$ cat src/design/sctp_cw_pkg.sv
package sctp_cw_pkg;

	// Common header length and smallest legal chunk length.
	localparam logic [15:0] HDR_LEN   = 16'd12;
	localparam logic [15:0] MIN_CHUNK = 16'd4;

	// Only chunks with an index below this value set the SHUTDOWN flag.
	localparam logic [7:0] MAX_TRACKED = 8'd16;

	// Chunk lengths are padded up to a multiple of four.
	localparam logic [16:0] PAD_ADD = 17'd3;

	// Chunk type codes that are tracked.
	localparam logic [7:0] CT_DATA     = 8'd0;
	localparam logic [7:0] CT_INIT     = 8'd1;
	localparam logic [7:0] CT_INIT_ACK = 8'd2;
	localparam logic [7:0] CT_ABORT    = 8'd6;
	localparam logic [7:0] CT_SHUTDOWN = 8'd7;

	// Bit positions in the type flags.
	localparam int TF_INIT     = 0;
	localparam int TF_INIT_ACK = 1;
	localparam int TF_DATA     = 2;
	localparam int TF_ABORT    = 3;
	localparam int TF_SHUTDOWN = 4;

	// Bit positions in the event flags.
	localparam int EV_INIT_TAG  = 0;
	localparam int EV_DATA_TAG  = 1;
	localparam int EV_NOT_ALONE = 2;

	// Packet status codes.
	typedef enum logic [1:0] {
		ST_OK     = 2'd0,
		ST_SHORT  = 2'd1,
		ST_TRUNC  = 2'd2,
		ST_BADLEN = 2'd3
	} status_t;

	// Position inside a chunk header.
	typedef enum logic [3:0] {
		HP_TYPE   = 4'b0001,
		HP_FLAGS  = 4'b0010,
		HP_LEN_HI = 4'b0100,
		HP_LEN_LO = 4'b1000
	} hpos_t;

	// One result item.
	typedef struct packed {
		logic        is_summary;
		logic [7:0]  chunk_type;
		logic [7:0]  chunk_index;
		logic [15:0] chunk_length;
		status_t     status;
		logic [15:0] src_port;
		logic [15:0] dst_port;
		logic [15:0] header_len;
		logic [7:0]  chunk_count;
		logic [4:0]  type_flags;
		logic [2:0]  event_flags;
	} res_t;

endpackage

$ cat src/design/sctp_cw_if.sv
// Byte stream channel.
interface sctp_cw_in_if;
	logic        valid;
	logic        ready;
	logic [7:0]  data_byte;
	logic [15:0] packet_len;
	logic        last_byte;

	modport source (output valid, output data_byte, output packet_len, output last_byte,
		input ready);
	modport sink (input valid, input data_byte, input packet_len, input last_byte,
		output ready);
endinterface

// Result channel.
interface sctp_cw_out_if;
	logic        valid;
	logic        ready;
	logic        is_summary;
	logic [7:0]  chunk_type;
	logic [7:0]  chunk_index;
	logic [15:0] chunk_length;
	logic [1:0]  status;
	logic [15:0] src_port;
	logic [15:0] dst_port;
	logic [15:0] header_len;
	logic [7:0]  chunk_count;
	logic [4:0]  type_flags;
	logic [2:0]  event_flags;

	modport source (output valid, output is_summary, output chunk_type, output chunk_index,
		output chunk_length, output status, output src_port, output dst_port,
		output header_len, output chunk_count, output type_flags, output event_flags,
		input ready);
	modport sink (input valid, input is_summary, input chunk_type, input chunk_index,
		input chunk_length, input status, input src_port, input dst_port,
		input header_len, input chunk_count, input type_flags, input event_flags,
		output ready);
endinterface

$ cat src/design/sctp_cw_fifo.sv
// Shifting result queue: the head is always entry 0, up to two entries enter per cycle.
module sctp_cw_fifo #(
	parameter int unsigned DEPTH = 4
) (
	input  logic               clk,
	input  logic               arst_n,
	input  logic [1:0]         push_cnt,
	input  sctp_cw_pkg::res_t  push0,
	input  sctp_cw_pkg::res_t  push1,
	input  logic               pop,
	output sctp_cw_pkg::res_t  head,
	output logic               head_valid,
	output logic               room2
);
	import sctp_cw_pkg::*;

	localparam int unsigned LW = $clog2(DEPTH + 1);

	logic [LW-1:0] level_q;
	logic [LW-1:0] base_lvl;
	res_t          ent_q [DEPTH];
	res_t          ent_d [DEPTH];

	// Level after the pop, which is where new entries land.
	assign base_lvl = level_q - LW'(pop);

	// Shift on a pop, then write the pushed results behind the remaining ones.
	always_comb begin
		for (int i = 0; i < DEPTH; i++) begin
			ent_d[i] = ent_q[i];
		end
		if (pop) begin
			for (int i = 0; i < DEPTH - 1; i++) begin
				ent_d[i] = ent_q[i + 1];
			end
		end
		for (int i = 0; i < DEPTH; i++) begin
			if (push_cnt != 2'd0 && LW'(i) == base_lvl) begin
				ent_d[i] = push0;
			end
			if (push_cnt == 2'd2 && LW'(i) == base_lvl + LW'(1)) begin
				ent_d[i] = push1;
			end
		end
	end

	always_ff @(posedge clk) begin
		for (int i = 0; i < DEPTH; i++) begin
			ent_q[i] <= ent_d[i];
		end
	end

	always_ff @(posedge clk or negedge arst_n) begin
		if (!arst_n) begin
			level_q <= '0;
		end else begin
			level_q <= base_lvl + LW'(push_cnt);
		end
	end

	assign head       = ent_q[0];
	assign head_valid = level_q != '0;
	assign room2      = level_q <= LW'(DEPTH - 2);

endmodule

$ cat src/design/sctp_chunk_walker.sv
// SCTP chunk walker.
// The pkt channel carries one packet byte per transfer, common header first, with the
// total packet length and a mark on the final byte. The rec channel returns results:
// one chunk record for every valid chunk, issued on the transfer of its last length
// byte, and one packet summary issued on the transfer of the last byte. A byte that
// ends a chunk and the packet at once yields the record first, then the summary.
// Each byte is processed in the cycle of its transfer and its results are written to
// the queue that feeds the rec port. Throughput is one byte per cycle while pkt.ready
// is high; results leave at one per cycle while rec.ready is high.
// Results wait in a queue of FIFO_DEPTH entries (at least 2). pkt.ready stays high
// while the queue has room for two results, so a stalled receiver fills the queue and
// then holds off new bytes without losing any result.
// Reset empties the queue and clears all walk state; every summary clears it again
// for the next packet.
module sctp_chunk_walker #(
	parameter int unsigned FIFO_DEPTH = 4
) (
	input logic         clk,
	input logic         arst_n,
	sctp_cw_in_if.sink  pkt,
	sctp_cw_out_if.source rec
);
	import sctp_cw_pkg::*;

	// Walk state.
	logic [15:0] byte_offset_q,   byte_offset_d;
	logic [16:0] next_start_q,    next_start_d;
	hpos_t       hpos_q,          hpos_d;
	logic [7:0]  cur_type_q,      cur_type_d;
	logic [15:0] cur_len_q,       cur_len_d;
	logic [15:0] src_port_q,      src_port_d;
	logic [15:0] dst_port_q,      dst_port_d;
	logic [31:0] vtag_q,          vtag_d;
	logic [7:0]  valid_chunks_q,  valid_chunks_d;
	logic [4:0]  seen_types_q,    seen_types_d;
	logic [2:0]  events_q,        events_d;
	status_t     fatal_q,         fatal_d;

	logic        pkt_xfer;
	logic        walk_en;
	logic [15:0] rel;
	logic [15:0] clen;
	logic [17:0] chunk_end;
	logic        rec_vld;
	res_t        chunk_rec;
	res_t        summ_rec;
	status_t     st;
	logic [16:0] walked;
	logic [1:0]  push_cnt;
	res_t        push0;
	res_t        head;
	logic        head_valid;
	logic        room2;
	logic        pop;

	assign pkt_xfer = pkt.valid && pkt.ready;
	assign rel      = byte_offset_q - HDR_LEN;
	assign clen     = {cur_len_q[15:8], pkt.data_byte};
	assign chunk_end = {2'b0, HDR_LEN} + {1'b0, next_start_q} + {2'b0, clen};
	assign walk_en  = fatal_q == ST_OK && pkt.packet_len >= HDR_LEN
		&& byte_offset_q >= HDR_LEN && byte_offset_q < pkt.packet_len;

	// Header capture and chunk walk for one byte.
	always_comb begin
		byte_offset_d  = byte_offset_q;
		next_start_d   = next_start_q;
		hpos_d         = hpos_q;
		cur_type_d     = cur_type_q;
		cur_len_d      = cur_len_q;
		src_port_d     = src_port_q;
		dst_port_d     = dst_port_q;
		vtag_d         = vtag_q;
		valid_chunks_d = valid_chunks_q;
		seen_types_d   = seen_types_q;
		events_d       = events_q;
		fatal_d        = fatal_q;
		rec_vld        = 1'b0;

		if (byte_offset_q < 16'd2) begin
			src_port_d = {src_port_q[7:0], pkt.data_byte};
		end else if (byte_offset_q < 16'd4) begin
			dst_port_d = {dst_port_q[7:0], pkt.data_byte};
		end else if (byte_offset_q < 16'd8) begin
			vtag_d = {vtag_q[23:0], pkt.data_byte};
		end

		if (walk_en) begin
			unique case (hpos_q)
				HP_TYPE: begin
					if ({1'b0, rel} == next_start_q) begin
						if (pkt.packet_len - byte_offset_q < MIN_CHUNK) begin
							fatal_d = ST_TRUNC;
						end else begin
							cur_type_d = pkt.data_byte;
							hpos_d     = HP_FLAGS;
						end
					end
				end
				HP_FLAGS: begin
					hpos_d = HP_LEN_HI;
				end
				HP_LEN_HI: begin
					cur_len_d = {pkt.data_byte, 8'd0};
					hpos_d    = HP_LEN_LO;
				end
				HP_LEN_LO: begin
					cur_len_d = clen;
					hpos_d    = HP_TYPE;
					if (clen < MIN_CHUNK || chunk_end > {2'b0, pkt.packet_len}) begin
						fatal_d = ST_BADLEN;
					end else begin
						rec_vld = 1'b1;
						case (cur_type_q)
							CT_INIT: begin
								seen_types_d[TF_INIT] = 1'b1;
								if (vtag_q != 32'd0) events_d[EV_INIT_TAG] = 1'b1;
							end
							CT_INIT_ACK: seen_types_d[TF_INIT_ACK] = 1'b1;
							CT_DATA: begin
								seen_types_d[TF_DATA] = 1'b1;
								if (vtag_q == 32'd0) events_d[EV_DATA_TAG] = 1'b1;
							end
							CT_ABORT: seen_types_d[TF_ABORT] = 1'b1;
							CT_SHUTDOWN: begin
								if (valid_chunks_q < MAX_TRACKED) begin
									seen_types_d[TF_SHUTDOWN] = 1'b1;
								end
							end
							default: ;
						endcase
						if (valid_chunks_q != 8'hFF) valid_chunks_d = valid_chunks_q + 8'd1;
						next_start_d = next_start_q + (({1'b0, clen} + PAD_ADD) & ~PAD_ADD);
					end
				end
				default: hpos_d = HP_TYPE;
			endcase
		end

		if (byte_offset_q != 16'hFFFF) byte_offset_d = byte_offset_q + 16'd1;
	end

	// Chunk record for the chunk that ends on this byte.
	always_comb begin
		chunk_rec              = '0;
		chunk_rec.chunk_type   = cur_type_q;
		chunk_rec.chunk_index  = valid_chunks_q;
		chunk_rec.chunk_length = clen;
		chunk_rec.status       = ST_OK;
		chunk_rec.src_port     = src_port_d;
		chunk_rec.dst_port     = dst_port_d;
	end

	// Packet summary, judged from the state after this byte.
	assign walked = {1'b0, HDR_LEN} + next_start_d;

	always_comb begin
		if (pkt.packet_len < HDR_LEN || byte_offset_q < 16'd11) begin
			st = ST_SHORT;
		end else if (fatal_d != ST_OK) begin
			st = fatal_d;
		end else if (walked < {1'b0, pkt.packet_len}) begin
			st = ST_TRUNC;
		end else begin
			st = ST_OK;
		end

		summ_rec            = '0;
		summ_rec.is_summary = 1'b1;
		summ_rec.status     = st;
		summ_rec.event_flags = events_d;
		if (seen_types_d[TF_INIT_ACK:TF_INIT] != 2'b00 && valid_chunks_d > 8'd1) begin
			summ_rec.event_flags[EV_NOT_ALONE] = 1'b1;
		end
		if (st == ST_SHORT) begin
			summ_rec.event_flags = '0;
		end else begin
			summ_rec.src_port = src_port_d;
			summ_rec.dst_port = dst_port_d;
		end
		if (st == ST_OK) begin
			summ_rec.header_len  = (walked < {1'b0, pkt.packet_len}) ? walked[15:0]
				: pkt.packet_len;
			summ_rec.chunk_count = valid_chunks_d;
			summ_rec.type_flags  = seen_types_d;
		end
	end

	// State registers; a summary clears everything for the next packet.
	always_ff @(posedge clk or negedge arst_n) begin
		if (!arst_n) begin
			byte_offset_q  <= '0;
			next_start_q   <= '0;
			hpos_q         <= HP_TYPE;
			cur_type_q     <= '0;
			cur_len_q      <= '0;
			src_port_q     <= '0;
			dst_port_q     <= '0;
			vtag_q         <= '0;
			valid_chunks_q <= '0;
			seen_types_q   <= '0;
			events_q       <= '0;
			fatal_q        <= ST_OK;
		end else if (pkt_xfer) begin
			if (pkt.last_byte) begin
				byte_offset_q  <= '0;
				next_start_q   <= '0;
				hpos_q         <= HP_TYPE;
				cur_type_q     <= '0;
				cur_len_q      <= '0;
				src_port_q     <= '0;
				dst_port_q     <= '0;
				vtag_q         <= '0;
				valid_chunks_q <= '0;
				seen_types_q   <= '0;
				events_q       <= '0;
				fatal_q        <= ST_OK;
			end else begin
				byte_offset_q  <= byte_offset_d;
				next_start_q   <= next_start_d;
				hpos_q         <= hpos_d;
				cur_type_q     <= cur_type_d;
				cur_len_q      <= cur_len_d;
				src_port_q     <= src_port_d;
				dst_port_q     <= dst_port_d;
				vtag_q         <= vtag_d;
				valid_chunks_q <= valid_chunks_d;
				seen_types_q   <= seen_types_d;
				events_q       <= events_d;
				fatal_q        <= fatal_d;
			end
		end
	end

	// Results enter the queue in order: record first, then summary.
	assign push_cnt = pkt_xfer ? ({1'b0, rec_vld} + {1'b0, pkt.last_byte}) : 2'd0;
	assign push0    = rec_vld ? chunk_rec : summ_rec;
	assign pop      = head_valid && rec.ready;

	sctp_cw_fifo #(
		.DEPTH (FIFO_DEPTH)
	) u_fifo (
		.clk        (clk),
		.arst_n     (arst_n),
		.push_cnt   (push_cnt),
		.push0      (push0),
		.push1      (summ_rec),
		.pop        (pop),
		.head       (head),
		.head_valid (head_valid),
		.room2      (room2)
	);

	assign pkt.ready        = room2;
	assign rec.valid        = head_valid;
	assign rec.is_summary   = head.is_summary;
	assign rec.chunk_type   = head.chunk_type;
	assign rec.chunk_index  = head.chunk_index;
	assign rec.chunk_length = head.chunk_length;
	assign rec.status       = head.status;
	assign rec.src_port     = head.src_port;
	assign rec.dst_port     = head.dst_port;
	assign rec.header_len   = head.header_len;
	assign rec.chunk_count  = head.chunk_count;
	assign rec.type_flags   = head.type_flags;
	assign rec.event_flags  = head.event_flags;

	// A summary transfer restarts the walk at offset zero.
	a_restart: assert property (@(posedge clk) disable iff (!arst_n)
		pkt_xfer && pkt.last_byte |=> byte_offset_q == 16'd0 && fatal_q == ST_OK)
		else $error("walk state not cleared after last byte");

	// Inside a chunk header the walk cannot have failed.
	a_hdr_ok: assert property (@(posedge clk) disable iff (!arst_n)
		hpos_q != HP_TYPE |-> fatal_q == ST_OK)
		else $error("chunk header in progress after a fatal error");

	// Chunk starts stay on four-byte boundaries.
	a_align: assert property (@(posedge clk) disable iff (!arst_n)
		next_start_q[1:0] == 2'b00)
		else $error("next chunk start not aligned");

endmodule
$ cat src/flat_wrapper.sv
// flat-port wrapper written by rule: the top's interface ports become plain ports
module sctp_chunk_walker_flat import sctp_cw_pkg::*;
#(
	parameter int unsigned FIFO_DEPTH = 4
)
  (clk, arst_n, pkt_valid, pkt_data_byte, pkt_packet_len, pkt_last_byte, pkt_ready, rec_valid, rec_is_summary, rec_chunk_type, rec_chunk_index, rec_chunk_length, rec_status, rec_src_port, rec_dst_port, rec_header_len, rec_chunk_count, rec_type_flags, rec_event_flags, rec_ready);
  sctp_cw_in_if pkt_i ();
  sctp_cw_out_if rec_i ();
  input logic clk;
  input logic arst_n;
  input wire logic [$bits(pkt_i.valid)-1:0] pkt_valid;
  input wire logic [$bits(pkt_i.data_byte)-1:0] pkt_data_byte;
  input wire logic [$bits(pkt_i.packet_len)-1:0] pkt_packet_len;
  input wire logic [$bits(pkt_i.last_byte)-1:0] pkt_last_byte;
  output wire logic [$bits(pkt_i.ready)-1:0] pkt_ready;
  output wire logic [$bits(rec_i.valid)-1:0] rec_valid;
  output wire logic [$bits(rec_i.is_summary)-1:0] rec_is_summary;
  output wire logic [$bits(rec_i.chunk_type)-1:0] rec_chunk_type;
  output wire logic [$bits(rec_i.chunk_index)-1:0] rec_chunk_index;
  output wire logic [$bits(rec_i.chunk_length)-1:0] rec_chunk_length;
  output wire logic [$bits(rec_i.status)-1:0] rec_status;
  output wire logic [$bits(rec_i.src_port)-1:0] rec_src_port;
  output wire logic [$bits(rec_i.dst_port)-1:0] rec_dst_port;
  output wire logic [$bits(rec_i.header_len)-1:0] rec_header_len;
  output wire logic [$bits(rec_i.chunk_count)-1:0] rec_chunk_count;
  output wire logic [$bits(rec_i.type_flags)-1:0] rec_type_flags;
  output wire logic [$bits(rec_i.event_flags)-1:0] rec_event_flags;
  input wire logic [$bits(rec_i.ready)-1:0] rec_ready;
  assign pkt_i.valid = pkt_valid;
  assign pkt_i.data_byte = pkt_data_byte;
  assign pkt_i.packet_len = pkt_packet_len;
  assign pkt_i.last_byte = pkt_last_byte;
  assign pkt_ready = pkt_i.ready;
  assign rec_valid = rec_i.valid;
  assign rec_is_summary = rec_i.is_summary;
  assign rec_chunk_type = rec_i.chunk_type;
  assign rec_chunk_index = rec_i.chunk_index;
  assign rec_chunk_length = rec_i.chunk_length;
  assign rec_status = rec_i.status;
  assign rec_src_port = rec_i.src_port;
  assign rec_dst_port = rec_i.dst_port;
  assign rec_header_len = rec_i.header_len;
  assign rec_chunk_count = rec_i.chunk_count;
  assign rec_type_flags = rec_i.type_flags;
  assign rec_event_flags = rec_i.event_flags;
  assign rec_i.ready = rec_ready;
  sctp_chunk_walker #(.FIFO_DEPTH(FIFO_DEPTH)) u_core (.clk(clk), .arst_n(arst_n), .pkt(pkt_i), .rec(rec_i));
endmodule
$ cat config.mk
export PLATFORM = sky130hd
export DESIGN_NAME = sctp_chunk_walker_flat
export DESIGN_NICKNAME = d
export VERILOG_FILES = /design/src/design/sctp_cw_pkg.sv /design/src/design/sctp_cw_if.sv /design/src/design/sctp_cw_fifo.sv /design/src/design/sctp_chunk_walker.sv /design/src/flat_wrapper.sv
export SDC_FILE = /design/constraint.sdc
export NUM_CORES = 1
export LEC_CHECK = 0
export BUFFER_PORTS_ARGS = -buffer_cell sky130_fd_sc_hd__buf_2
export CORE_UTILIZATION = 57
export DETAILED_ROUTE_END_ITERATION = 16
export GPL_ROUTABILITY_DRIVEN = 0
export PLACE_DENSITY_LB_ADDON = 0.3
export SYNTH_ARGS = -nofsm -noshare
export SYNTH_HDL_FRONTEND = slang
export SYNTH_SLANG_ARGS = --single-unit
export TNS_END_PERCENT = 10
$ cat constraint.sdc
create_clock -name clk -period 11.6 [get_ports clk]
set_input_delay 1.16 -clock clk [delete_from_list [all_inputs] [get_ports clk]]
set_output_delay 1.16 -clock clk [all_outputs]
set_load 0.05 [all_outputs]
== Word-level counts from Yosys, hierarchy flattened ==
Memory sizes are Yosys's and may differ from the RTL's.
Index checks and enable logic that the tools add are counted.
Cells by class
  add/subtract/negate cells: 13
  magnitude comparators: 15
  eq/ne operators: 25
  muxes and demuxes: 79
  reductions and logical operators: 38
Operators by type and width (count)
  $mux 99: 9
  $mux 297: 1
  $mux 16: 10
  $mux 32: 5
  $mux 8: 10
  $mux 17: 4
  $lt 16x3->1 const B: 3
  $lt 16x4->1 const B: 3
  $ge 16x4->1 const B: 2
  $logic_not 32->1: 1
  $pmux 16 s2: 1
  $reduce_bool 32->1: 1
  $mux 29: 1
  $mux 2: 13
  $mux 5: 4
  $add 18x16->18: 1
  $add 4x17->18 const A: 1
  $gt 18x16->1: 1
  $reduce_bool 2->1: 9
  $add 16x2->17 const B: 1
  $add 17x17->17: 1
  $add 4x17->17 const A: 1
  $eq 16x17->1: 1
  $lt 17x16->1: 1
  43 further kinds: 85
Word-level totals
  bits in registers: 137
  memory bits (writable): 396
  bits of input ports: 29
  output and inout bits: 101
  word-level logic and storage cells: 184
  memories: 1
Memories
  u_core.u_fifo.ent_q: depth 4, bits a word 99, read ports 4, clocked after memory_dff 0, wr ports 4, line sctp_cw_fifo.sv:21  | res_t ent_q [DEPTH];

== Logic depth before layout (Yosys ltp) ==
Gate-level depths: netlist (run 1).
  depth after elaboration: 17
  mapped depth: 38
  mapped depth without buffers: 33

== By module ==
A second synthesis (run 1) with hierarchy kept.
Second synthesis, totals
  cell total of the unflattened synthesis: 3651
  area, all modules: 34316.7 um^2
Modules (own cells, without submodules)
  sctp_cw_fifo: times used 1, cells an instance 2103, area an instance 22342.7 um^2, sequential area each 11966.5 um^2
  sctp_chunk_walker: times used 1, cells an instance 1548, area an instance 11974.0 um^2, sequential area each 3304.4 um^2

== Worst setup path after synthesis (run 1) ==
Ideal clock, no wire load.
  kind: input-to-reg
  start: input port pkt_data_byte[3]
  end: memory u_core.u_fifo.ent_q[3][34] in the netlist's numbering, data pin
  library setup time: 0.142 ns
  data arrival time: 11.562 ns
  data required time: 11.458 ns
  setup slack: -0.103 ns
  cell stages on the path: 29
  path buffers: 5
  cells stage by stage: clkbuf_1 inv_1 ha_1 inv_1 ha_1 a211o_1 a211oi_1 nor2_1 a21o_1 a21oi_1 o21bai_1 a21oi_1 xnor2_1 ha_1 a211oi_1 o21ai_0 o211ai_1 nand4_1 nand2_1 and4_1 clkbuf_1 buf_1 ha_1 nand4b_1 clkbuf_1 o21ai_0 nand2_1 buf_1 nor2_1
RTL lines
  start, declared: line flat_wrapper.sv:12  | input wire logic [$bits(pkt_i.data_byte)-1:0] pkt_data_byte;
  end, declared: line sctp_cw_fifo.sv:21

==> results of run 1 <==
[registers in the layout, indices dropped and copies added, names as in the netlist]
name and flops:
u_core.seen_types_q 5, u_core.hpos_q 4, u_core.vtag_q 32, u_core.byte_offset_q 16, u_core.dst_port_q 16, u_core.cur_len_q 8
u_core.cur_type_q 8, u_core.u_fifo.level_q 3, u_core.next_start_q 15, u_core.events_q 2, u_core.src_port_q 16, u_core.valid_chunks_q 8
u_core.u_fifo.ent_q 396, u_core.fatal_q 2
[cell usage after synthesis, types with 63 or more instances]
cell type,n
nand2_1,482
edfxtp_1,264
a21oi_1,223
nor2_1,196
clkbuf_1,172
dfrtp_1,134
dfxtp_1,132
mux2i_1,118
a211oi_1,109
o21ai_0,107
ha_1,102
inv_1,77
nand3_1,76
a32o_1,63
[worst max-delay path: cells and delay by family]
| kind | cells | cell delay, ns |
|---|---|---|
| AOI/OAI and AO/OA | 19 | 4.04 |
| and+or+nand+nor | 5 | 1.64 |
| adders and majority gates | 4 | 1.09 |
| buffers and inverters | 4 | 0.86 |
| xor gates and xnor gates | 2 | 0.34 |
[metrics by stage]
| stage | hold slack, ns | instance area [um^2] | total power (W) | setup slack [ns] |
|---|---|---|---|---|
| global placement | 0.431 | 28700 | 0.00471 | 2.71 |
| floorplan | 0.423 | 27800 | 0.00420 | 1.84 |
| global route | 0.478 | 30600 | 0.00685 | 2.08 |
| finish | 0.451 | 30600 | 0.00656 | 2.79 |
| detailed placement | 0.443 | 28700 | 0.00478 | 2.38 |
| CTS | 0.451 | 30500 | 0.00656 | 2.97 |
[final cells by class]
type	instances	area (um^2)
Clock buffer	78	1590
Sequential cell	531	13900
Clock inverter	22	223
Timing Repair Buffer	162	900
Tap cell	615	769
Multi-Input combinational cell	2035	12800
Fill cell	3747	17400
Antenna cell	1	2.50
Inverter	78	293
[power by group through the flow]
stage / combinational [W] / clock [W] / sequential [W]
after floorplan: 0.00117 / 0 / 0.00303
after global placement: 0.00195 / 0 / 0.00275
after detailed placement: 0.00201 / 0 / 0.00277
after CTS: 0.00203 / 0.00180 / 0.00273
after global routing: 0.00220 / 0.00186 / 0.00278
final: 0.00204 / 0.00178 / 0.00274
[worst max path at each step]
stage | start | to | slack [ns]
after global routing | pkt_data_byte[3] | u_core.u_fifo.ent_q[0][28] | 2.08
final | pkt_data_byte[3] | u_core.u_fifo.ent_q[0][30] | 2.79
after global placement | pkt_data_byte[3] | u_core.u_fifo.ent_q[0][17] | 2.71
after detailed placement | pkt_data_byte[3] | u_core.u_fifo.ent_q[0][15] | 2.38
after CTS | pkt_data_byte[3] | u_core.u_fifo.ent_q[0][15] | 2.97
after floorplan | pkt_data_byte[3] | u_core.u_fifo.ent_q[3][34] | 1.84
[per-layer routing]
| layer | GRT usage (%) | wire length, um |
|---|---|---|
| met3 | 5.48 | 6610 |
| met1 | 41.2 | 31500 |
| met4 | 12.3 | 2960 |
| met5 | 0 | 0 |
| met2 | 47.3 | 34600 |
[cell families (layout without fill, tap and decap cells)]
logic type | after synthesis | count (layout) | synth area share [%]
simple gates | 991 | 991 | 16.0
compound gates | 730 | 730 | 17.8
flops | 531 | 531 | 50.1
buf+inv | 293 | 340 | 4.17
mux | 120 | 120 | 4.33
fa+ha+maj | 104 | 104 | 4.73
xor+xnor | 89 | 89 | 2.80
other cells | 1 | 2 | 0.0135
==> results.md, run 1 <==
* Status: finished, final reports clean
* Async SR Flop Fraction at 25.4%
* Clk_skew at 0.0261 ns
* HPWL Detailed at 49.3 mm
* Clock Path Buffers at 3
* CP Launch Type: primary input
* Root Buffer: clkbuf_16
* Most frequent cells in the layout: 477 x nand2_1, 264 x edfxtp_1, 222 x a21oi_1, 189 x nor2_1, 134 x dfrtp_1
* Post-CTS sizing at 0
* FF-to-FF setup slack at 3.11 ns
* Vias in the first global route at 21,400
* Yosys reg bits at 531
* Worst setup EP type: register
* CTS Hold Buffers Added at 0
* Worst Hold Class: reg2reg
* Cells after synthesis at 2,859
* Vias per cell at ~6.4
* Hold Vio Cnt, Final at 0
* Wire per inst at about 21 um
* Hold Path Sink: u_core.u_fifo.ent_q[3][90]
* Count of maximum capacitance violations at 0
* Commonest non-fill, non-tap cell in the layout: nand2_1
* Die Height at 223 um
* Layout area overhead at 9.81%
* Largest net degree at the start of global routing at roughly 100
* Post-synthesis sequential area ratio at about half
* Slowest stage delay, CP at about 0.68 ns
* Initial core utilization at 58.0%
* Final #Nets at 2,995
* # rows at 80
* Drt drc at 0
* Post-synth top area cell: edfxtp_1
* DR iter-0 viols at 2,350
* Critical Path Slowest Stage Cell: nand3_2
* Worst Reg-to-Reg Cells at 29
* Dpl cells at about 3,400
* Combinational share of power at 31.1%
* I/O pin count at 130
* CP Class: in2reg
* CTS clk-pin slew, worst paths at 0.07 ns
* Post-CTS Setup Bufs at 0
* Mapped Nets at 2,992
* Port buffer count at about 130
* First-pass GRT wire length at 119 mm
* Main area contributors after synthesis: edfxtp_1 28%, dfrtp_1 12%, dfxtp_1 9.5%
* Non-filler cells in the finished layout at 3,522
* Drt pass-1 iters at 7
* Synth top area share at 28.5%
* Final critical-path share of the clock period at 76.0%
* Post-synth EDFFs at 264
* Sw frac at a little under two fifths
* Post-synth cell types at between 80 and 90
* Final WL at 75.6 mm
* Total track usage at a little under a third
* Sequential power share at a little over two fifths
* Primary FF master, synth: edfxtp_1
* Critical register-to-register path startpoint: u_core.next_start_q[9]
* Crit Path Max Fanout at 56
* CORE AREA at 47,900 um^2
* Via Count at 22,600
* Hold wc startpoint: u_core.u_fifo.ent_q[3][90]
* CTS buffer count at 54
* Die area at 49,700 um^2
* Max Freq at 113 MHz
* Worst Tran Pin Value at 1.26 ns
* RSZ-0062 raised after global routing: false
* Post-Syn Area at ~28,000 um^2
* Ys Warns at 0
* Synth Area per Inst at 9.73 um^2
* Clk Latency, worst-skew pair at 0.62 ns
* Die W at around 220 um
* Switching power at 0.00245 W
* Crit path time final at just under 9 ns
* Setup_tns at 0 ns
* Setup violators final at 0
* Crit path required time at 11.97 ns
* PD cells at between 200 and 250 nW/um^2
* CP arrival at between 9 and 10 ns
* ANT nets after route at 0
* Lkg Pwr at 12.8 nW
* Total grt overflow at 0
* Clk sinks at 531
* Final core utilization at approximately 64%
* Initial antenna violation count at 1
* Peak supply drop at 0.000186 V
* Clock Power Share at 27.1%
* H-tree levels at 2
* Reg2reg end: u_core.u_fifo.ent_q[0][30]
* Worst rel slew slack at 15.8%
* CTS tree: built
* Hold Path Depth at 2
* Layout cells sized above 1 at 10.4%
* Int Power at 0.00411 W
* Final Max Slew Viols at 0
Power figures use the tool's default switching activity.
==> run 2: changes to the inputs <==
- ABC_AREA: not set -> 1
- clock period: 11.6 -> 7.4 ns (I/O delays scaled with it)
==> results.md, run 2 <==
* Initial antenna violation count at 4
* Critical Path Slowest Stage Cell: dfrtp_1
* Die area at between 50,000 and 60,000 um^2
* Post-DP Area at 30,600 um^2
* Drt drc at 0
* Worst setup EP type: register
* Vias in the first global route at 24,700
* Commonest non-fill, non-tap cell in the layout: nand2_1
* CTS buffer count at 56
* Area of the multi-input gates at 13,200 um^2
* ANT nets after route at 0
* I/O pin count at 130
* Layout Cell Area excl Fill at 32,600 um^2
* Clk_skew at ~0.03 ns
* Clk Latency, worst-skew pair at 0.65 ns
* Yosys reg bits at 531
* DR iter-0 viols at between 3,000 and 4,000
* Total grt overflow at 0
* Initial core utilization at 58.1%
* Filler cells at 4,228
* Synth Area per Inst at 7.99 um^2
* CP arrival at 7.15 ns
* Layout cells sized above 1 at 9.69%
* Wire per inst at 19.2 um
* PD cells at 345 nW/um^2
* Biggest register: u_core.u_fifo.ent_q
* Lkg Pwr at 13.8 nW
* Cells after synthesis at 3,673
* Post-synth top area cell: edfxtp_1
* Top cells by count, synth: 837 x nand2_1, 394 x nor2_1, 357 x inv_1
* Clk sinks at approximately 530
* Drt pass-1 iters at 6
* Final WL at 85.0 mm
* Slowest stage delay, CP at 0.41 ns
* Main area contributors after synthesis: edfxtp_1 27%, dfrtp_1 11%, nand2_1 11%
* Hold Vio Cnt, Final at 0
* CORE AREA at 50,500 um^2
* CTS clk-pin slew, worst paths at 0.06 ns
* Status: finished, final reports clean
* Largest net degree at the start of global routing at 94
* Total track usage at 32.1%
* Worst path most repeated cell: nand2_1
* CP delay by family, top: simple AND/OR/NAND/NOR gates
* Setup_tns at 0 ns
* Vias per cell at approximately 6.0
* H-tree levels at 2
* CP Launch Type: register
* Most frequent cells in the layout: 832 x nand2_1, 386 x nor2_1, 354 x inv_1, 332 x o21ai_0, 264 x edfxtp_1
* Crit Path Max Fanout at 19
* RSZ-0062 raised after global routing: false
* HPWL Detailed at 55.4 mm
* Final #Nets at between 3,000 and 4,000
* Ys Warns at 0
* Post-synth EDFFs at between 200 and 300
* Peak supply drop at 0.000203 V
* CTS tree: built
* First-pass GRT wire length at roughly 130 mm
* Crit path time final at about 6.8 ns
* Via Count at 26,500
* Clock Path Buffers at 3
* Synth top area share at between 20% and 30%
* Final Max Slew Viols at 0
* Worst rel slew slack at 16.2%
* Post-Syn Area at 29,300 um^2
* Biggest regs: u_core.u_fifo.ent_q (396), u_core.vtag_q (32)
* Crit path required time at ~7.7 ns
* Worst Tran Pin Value at 1.26 ns
* Top-count cell post-synth: nand2_1
* Number of flip-flops in the largest register at 396
* Post-synthesis sequential area ratio at ~48%
* Post-CTS Setup Bufs at 0
* Setup violators final at 0
* # rows at 82
* Mapped Nets at 3,806
* Port buffer count at 129
* CP Class: reg2reg
* Post-synth cell types at 62
* Buffers plus inverters on the worst setup path at 7
* Layout area overhead at 11.0%
* Count of maximum capacitance violations at 0
* Primary FF master, synth: edfxtp_1
* Final critical-path share of the clock period at 92.0%
* Sequential cell area at 13,900 um^2
* Die Height at ~230 um
* Root Buffer: clkbuf_16
* CTS Hold Buffers Added at 0
* Worst Hold Class: in2async
* Die W at 229 um
* Async SR Flop Fraction at 25.4%
* Max Freq at 147 MHz
## run 2: changes by cell type in the layout (fill, tap and decap cells not counted), moves of 36 or more
| cell | delta |
|---|---|
| nand3_1 | +77 |
| o21ai_0 | +226 |
| o22ai_1 | +137 |
| nand2_1 | +355 |
| inv_1 | +277 |
| nor2_1 | +197 |
| a32o_1 | -63 |
| a211oi_1 | -107 |
| a22o_1 | -60 |
| mux2i_1 | -118 |
| a21oi_1 | -36 |
| nand4_1 | +36 |
| o211ai_1 | +86 |
## run 2: worst paths after layout
kind / to / startpoint / depth (start not counted) / slack [ns]
worst min-delay path: u_core.src_port_q[13] / arst_n / 1 / 0.08
worst min register to register: u_core.u_fifo.ent_q[2][96] / u_core.u_fifo.ent_q[2][96] / 2 / 0.47
worst max-delay path: u_core.u_fifo.ent_q[0][10] / u_core.next_start_q[3] / 45 / 0.59
max in group asynchronous: u_core.cur_type_q[2] / arst_n / 2 / 5.85
worst max register to register: u_core.u_fifo.ent_q[0][10] / u_core.next_start_q[3] / 45 / 0.59
min in group clk: u_core.u_fifo.ent_q[2][96] / u_core.u_fifo.ent_q[2][96] / 2 / 0.47
## run 2: cell families after synthesis
logic type | after synthesis | synth area share [%]
buf+inv | 587 | 7.67
compound gates | 833 | 16.1
other cells | 1 | 0.0128
xor+xnor | 67 | 2.00
simple gates | 1550 | 22.2
fa+ha+maj | 104 | 4.49
flops | 531 | 47.6
## run 2: where the power goes
part	leakage, nW	internal [W]	switching (W)	total (W)
Sequential	5.45	0.00389	0.000322	0.00421
Combinational	7.42	0.00110	0.00300	0.00410
Clock	0.946	0.00168	0.00123	0.00292
Total	13.8	0.00667	0.00456	0.0112
## run 2: per-stage QoR
stage	power [W]	hold WS (ns)	util, %	instances	setup slack (ns)
finish	0.0112	0.0781	64.5	4428	0.592
detailed placement	0.00827	0.450	60.7	4325	0.262
floorplan	0.00714	0.428	-	3673	0.515
CTS	0.0112	0.0875	64.5	4427	0.653
global placement	0.00820	0.444	60.7	4325	0.457
global route	0.0118	0.109	64.5	4427	0.0561
## run 2: area by class of cell
type | instances | area share [%]
Sequential cell | 531 | 42.8
Multi-Input combinational cell | 2555 | 40.6
Clock buffer | 79 | 5.13
Inverter | 380 | 4.38
Timing Repair Buffer | 187 | 3.68
Tap cell | 672 | 2.58
Clock inverter | 23 | 0.742
Antenna cell | 1 | 0.00768
## run 2: per-layer routing
metal | up-vias | track usage, % | wire length (um)
met5 | - | 0 | 39
met4 | 6 | 13.3 | 3250
met3 | 213 | 6.26 | 8430
met2 | 1332 | 49.9 | 38300
met1 | 12400 | 44.2 | 35000
li1 | 12500 | - | -
## run 2: timing repair
item,4_1_cts,5_1_grt
gates resized for setup,0,2
setup endpoints to repair,0,20
hold endpoints to repair,0,0
## run 2: worst register-to-register path: cells and delay by family (launching register included)
| family | cells | cell delay, ns |
|---|---|---|
| and+or+nand+nor | 26 | 3.12 |
| adders and majority gates | 4 | 1.13 |
| AOI/OAI and AO/OA | 7 | 0.94 |
| buffers and inverters | 7 | 0.77 |
| DFF | 1 | 0.41 |
| xor gates and xnor gates | 1 | 0.16 |
